**src/qtds_mul.sv**
```systemverilog
// 64 x 64 multiplier built from one 32 x 32 multiplier over four partial products
`timescale 1ns / 1ps

module qtds_mul (
	input  logic         clk,
	input  logic         arst_n,
	input  logic         start,
	input  logic [63:0]  a,
	input  logic [63:0]  b,
	output logic         done,
	output logic [127:0] product
);

	logic         run_q;
	logic [1:0]   step_q;
	logic         pv_s1;
	logic         last_s1;
	logic         done_q;
	logic [63:0]  a_q;
	logic [63:0]  b_q;
	logic [63:0]  prod_s1;
	logic [1:0]   shift_s1;
	logic [127:0] acc_q;

	logic [31:0]  a_half;
	logic [31:0]  b_half;
	logic [63:0]  pp;

	assign a_half = step_q[0] ? a_q[63:32] : a_q[31:0];
	assign b_half = step_q[1] ? b_q[63:32] : b_q[31:0];
	assign pp     = a_half * b_half;

	always_ff @(posedge clk or negedge arst_n) begin
		if (!arst_n) begin
			run_q   <= 1'b0;
			step_q  <= '0;
			pv_s1   <= 1'b0;
			last_s1 <= 1'b0;
			done_q  <= 1'b0;
		end else begin
			done_q <= 1'b0;
			if (start) begin
				run_q  <= 1'b1;
				step_q <= '0;
				pv_s1  <= 1'b0;
			end else begin
				pv_s1   <= run_q;
				last_s1 <= run_q && (step_q == 2'd3);
				if (run_q) begin
					step_q <= step_q + 2'd1;
					if (step_q == 2'd3) begin
						run_q <= 1'b0;
					end
				end
				if (pv_s1 && last_s1) begin
					done_q <= 1'b1;
				end
			end
		end
	end

	always_ff @(posedge clk) begin
		if (start) begin
			a_q   <= a;
			b_q   <= b;
			acc_q <= '0;
		end else begin
			if (run_q) begin
				prod_s1  <= pp;
				shift_s1 <= {1'b0, step_q[0]} + {1'b0, step_q[1]};
			end
			// partial product weight is 2^(32 * (high halves taken))
			if (pv_s1) begin
				acc_q <= acc_q + ({64'b0, prod_s1} << {shift_s1, 5'b0});
			end
		end
	end

	assign done    = done_q;
	assign product = acc_q;

endmodule

```
**config.mk**
```make
export PLATFORM = sky130hd
export DESIGN_NAME = qtds_mul
export DESIGN_NICKNAME = d
export VERILOG_FILES = /design/src/qtds_mul.sv
export SDC_FILE = /design/constraint.sdc
export NUM_CORES = 2
export LEC_CHECK = 0
export BUFFER_PORTS_ARGS = -buffer_cell sky130_fd_sc_hd__buf_2
export CORE_UTILIZATION = 40
export CTS_CLUSTER_SIZE = 24
export DETAILED_ROUTE_END_ITERATION = 12
export PLACE_DENSITY = 0.54
export SYNTH_ARGS = -nofsm -noshare
export SYNTH_HDL_FRONTEND = slang
export SYNTH_SLANG_ARGS = --single-unit
```
**constraint.sdc**
```tcl
create_clock -name clk -period 12.05 [get_ports clk]
set_input_delay 1.205 -clock clk [delete_from_list [all_inputs] [get_ports clk]]
set_output_delay 1.205 -clock clk [all_outputs]
set_load 0.005 [all_outputs]
```
## Word level (Yosys, flattened, before mapping)

Index checks and enable logic that the tools add are counted.

| word-level totals | value |
|---|---|
| register bits after elaboration | 328 |
| input port bits | 131 |
| output and inout bits | 129 |
| word-level logic and storage cells | 31 |

| operators by class | value |
|---|---|
| add/sub/neg operators | 3 |
| multipliers | 1 |
| equal/unequal tests | 1 |
| shifts and indexed selects | 1 |
| mux-type cells | 10 |
| bitwise gates (word level) | 1 |
| reduce and logical (&&, ||, !) cells | 4 |

Operators with widths:

| kind | number |
|---|---|
| $add 128x128->128 | 1 |
| $shl 64x7->128 | 1 |
| $mul 32x32->64 | 1 |
| $mux 32 | 2 |
| $mux 1 | 6 |
| $mux 2 | 2 |
| $add 1x1->2 | 1 |
| $add 2x1->2 const B | 1 |
| $eq 2x2->1 const B | 1 |
| $logic_and 1x1->1 | 2 |
| $reduce_and 2->1 | 1 |
| $reduce_bool 2->1 | 1 |
| $not 1->1 | 1 |

## Depth between registers and ports, before layout

| logic depth | value |
|---|---|
| depth after elaboration | 4 |
| gate-level depth with buffers | 33 |
| mapped depth without buffers | 29 |

## Worst setup path before layout

No wires, ideal clock.

| path | value |
|---|---|
| kind | reg2reg |
| from | register step_q[1] |
| to | register prod_s1[62], data pin |
| library setup time | 0.258 ns |
| data arrival time | 8.269 ns |
| data required time | 11.792 ns |
| path slack | 3.523 ns |
| stages on the path, launching flop included | 30 |
| buffers on the path | 3 |
| clock period less this slack | 8.527 ns |
| path through | dfrtp_1 > clkbuf_1 > clkbuf_1 > mux2i_1 > clkbuf_1 > nor2_1 > fa_1 > inv_1 > fa_1 > fa_1 > fa_1 > inv_1 > fa_1 > inv_1 > fa_1 > inv_1 > fa_1 > fa_1 > ha_1 > and3_1 > and3_1 > a211o_1 > a31oi_1 > a211oi_1 > o21ai_1 > o21ai_0 > a41oi_1 > o21ai_0 > a21oi_1 > xnor2_1 |

| between the ends | value |
|---|---|
| cells in the longest elaborated chain, start to end | 2 |

RTL lines:

| item | line | source |
|---|---|---|
| from (decl) | 15 | `logic [1:0] step_q;` |
| from (signal assigned) | 50 | `step_q <= step_q + 2'd1;` |
| $mux 32 | 30 | `assign b_half = step_q[1] ? b_q[63:32] : b_q[31:0];` |
| $mul 32x32->64 | 31 | `assign pp = a_half * b_half;` |
| via pp[62] | 27 | `logic [63:0] pp;` |
| to (signal assigned) | 69 | `prod_s1 <= pp;` |
| to (decl) | 21 | `logic [63:0] prod_s1;` |

The timed path passes the listed nets, and every way through them passes these cells.
A chain may end at the register's enable or synchronous reset.

## Worst setup path after layout

| path | value |
|---|---|
| from | register step_q[0] |
| to | register prod_s1[63], data pin |

| between the ends | value |
|---|---|
| cells in the longest elaborated chain, start to end | 2 |

RTL lines:

| item | line | source |
|---|---|---|
| $mux 32 | 29 | `assign a_half = step_q[0] ? a_q[63:32] : a_q[31:0];` |
| $mul 32x32->64 | 31 |  |
| via pp[63] | 27 |  |

The timed path passes the listed nets, and every way through them passes these cells.

==> flow_summary.yaml <==
outcome:
  run_status: "completed"
yosys:
  avgSynthCellArea_um2: 9.01
  synth_edf_count: 194
  synth_area_leaders: "fa_1 34%, edfxtp_1 11%, ha_1 9.2%"
  synth-simple-area-share: 0.144
  synthAdderAreaFrac: 0.428
  synth-compound-area-share: 0.106
  synthArstFlopShare: 0.0183
  synth_xor_area_frac: 0.0296
  synth_area_mm2: 0.0533
  synth_top_area_frac: 0.337
  yosys_warnings: 0
  synth_ff_type: "edfxtp_1"
  synthCells: 5920
  synth.area.mux_share: 0.0434
  yosys.area.top_type: "fa_1"
  synth.yosys.seq_area_share: 0.160
  synth_top_family_by_area: "adder cells"
  ys_seq_elements: 328
  syn-num-nets: 7339
  synth_cell_type_count: 105
flow_run:
  drv_cap: 0
setup_path:
  worstSetupEndpoint: "prod_s1[63]"
  endpoint_kind: "flop"
  cpMaxStageDelayCell: "dfrtp_4"
  r2r_end: "prod_s1[63]"
  start_kind: "flop"
  cp.depth: 25
  rr_worst_depth: 25
  crit_required_ps: 12430
  worstSetupStartpoint: "step_q[0]"
  crit_buf_inv: 4
  r2r_slack_ps: 1620
  path_common_cell: "fa_1"
  cp_max_fo: 48
  arrival_ps: 10810
  timing.critical_path.slowest_cell_delay_ps: 1010
  path_class: "reg2reg"
  cp_top_family: "adder cells"
  r2r_start: "step_q[0]"
clock_tree:
  cts_setup_buffers: 0
  cts_buffer_depth: 3
  clock_sinks: 328
  cts_resized: 0
  cts.clk_slew.worst_paths_ps: 60
  cts_tree: "yes"
  h-tree-depth: 2
  clock-root-buffer: "clkbuf_16"
  cts_buffers: 44
  clk_latency_ps: 670
  holdBufCountCts: 0
hold_path:
  hold_class: "reg2reg"
floorplan:
  die_area_mm2: 0.135
  fp-row-count: 133
  boundaryPins: 260
  core_mm2: 0.132
  start_util: 0.404
  die_w_um: 367
  die_h_um: 367
final_layout:
  fin_cells: 7801
  layout_common_cells: "934 x inv_1, 897 x fa_1, 822 x nor2_1"
  drive_above_1_share: 0.0989
  final_common_cell: "inv_1"
  layout-area-overhead-vs-synth_pct: 8.88
  fin_nets: 7427
sta:
  max_slew.worst_pin.slew_ps: 1370
  period_minus_slack_ps: 10430
  final.setup.tns_ps: 0
  finalCritPeriodShare: 0.866
  finalSetupViolCount: 0
  fin_skew_ps: 44.7
  holdWs_ps: 465
  max_freq_mhz: 95.9
  timing.slew.headroom: 0.0676
  rsz0062_at_grt: "false"
  hold_viol: 0
  slew_violations: 0
global_route:
  grt_overflow: 0
  grt_start_max_net_pins: 72
  grt_pass1_wl_mm: 297
  grt_pass1_vias: 45350
  grt_usage: 0.299
  antenna_found_initial: 2
drt:
  drt-met1-wl_mm: 81.7
  met3_length_mm: 16.5
  wl_per_cell_um: 25.8
  drt_first_pass_iters: 5
  ant_nets: 0
  drcViolationCount: 0
  drt_iter0_markers: 3415
  vias: 43248
  highest_layer: "met5"
  routed_wl_mm: 201
  met2WireLength_mm: 91.8
  routed_via_density: 5.54
placed_design:
  hpwlAfterDp_mm: 161
  portBuffers: 259
  gp_congestion: 0.982
  place_inst: 7717
==> worst min-delay path by stage <==
stage / startpoint / endpoint / slack [ps] / cells after the start
after CTS: arst_n / done / 460 / 1
after detailed placement: product[126] / product[126] / 460 / 2
after global routing: arst_n / done / 500 / 1
final: product[126] / product[126] / 470 / 2
after floorplan: last_s1 / last_s1 / 450 / 2
after global placement: product[126] / product[126] / 460 / 2
==> worst min-delay path, delay by kind of cell (launching register included) <==
kind               cells  cell delay [ps]
and+or+nand+nor        1               50
AOI/OAI and AO/OA      1               50
DFF                    1              320
==> metrics by stage <==
step / util / worst slack, ps / instance area [um2]
after CTS: 0.440 / 1830 / 58100
after floorplan: - / 3520 / 53300
final: 0.440 / 1620 / 58100
after global placement: 0.429 / 1880 / 56600
after detailed placement: 0.429 / 1850 / 56600
after global routing: 0.440 / 1440 / 58100
==> area by class of cell <==
| class | count | area [um2] |
|---|---|---|
| antenna | 2 | 5.00 |
| multi-input combinational | 4361 | 40400 |
| fill | 13030 | 73900 |
| timing repair buffer | 339 | 1910 |
| inverter | 934 | 3510 |
| clock buffer | 56 | 1210 |
| sequential | 328 | 8550 |
| clock inverter | 26 | 284 |
| tap | 1755 | 2200 |
==> synth_stat cells (all sizes together), types with 7 or more instances <==
cell	n
a21oi	274
edfxtp	194
o21a	15
a211oi	15
a21boi	17
o21ai	200
clkbuf	245
o211ai	11
mux2i	158
a22o	41
a31oi	20
and4	19
dfxtp	128
nor2b	50
nand2	659
and3	16
xnor2	106
a221oi	10
o21bai	46
nand4	79
nand2b	13
xor2	74
or3	13
inv	934
buf	52
nand3	32
a41oi	7
nor2	823
and2	41
o31ai	15
fa	897
or2	7
nor3	42
a21o	131
ha	391
mux2	65
nor4	8
==> state kept, by name, indices dropped and copies added (netlist names) <==
register / cells
a_q: 64
b_q: 64
done: 1
last_s1: 1
prod_s1: 64
product: 128
pv_s1: 1
run_q: 1
shift_s1: 2
step_q: 2
==> kinds of logic after synthesis <==
| group | count (synthesis) |
|---|---|
| flip-flops | 328 |
| AND/OR/NAND/NOR | 1815 |
| adder cells (fa/ha/maj) | 1288 |
| AO/OA/AOI/OAI | 855 |
| buffers and inverters | 1231 |
| XOR/XNOR | 180 |
| multiplexers | 223 |
==> metal layers <==
layer  GRT usage  vias up
met3      0.0604      439
met1       0.381    21757
li1            -    19128
met4       0.147        6
met5           0        -
met2       0.483     1918
Power is left out: the tool's default activity adds up to more than one toggle a clock period on the data nets, which glitch-free logic cannot reach.
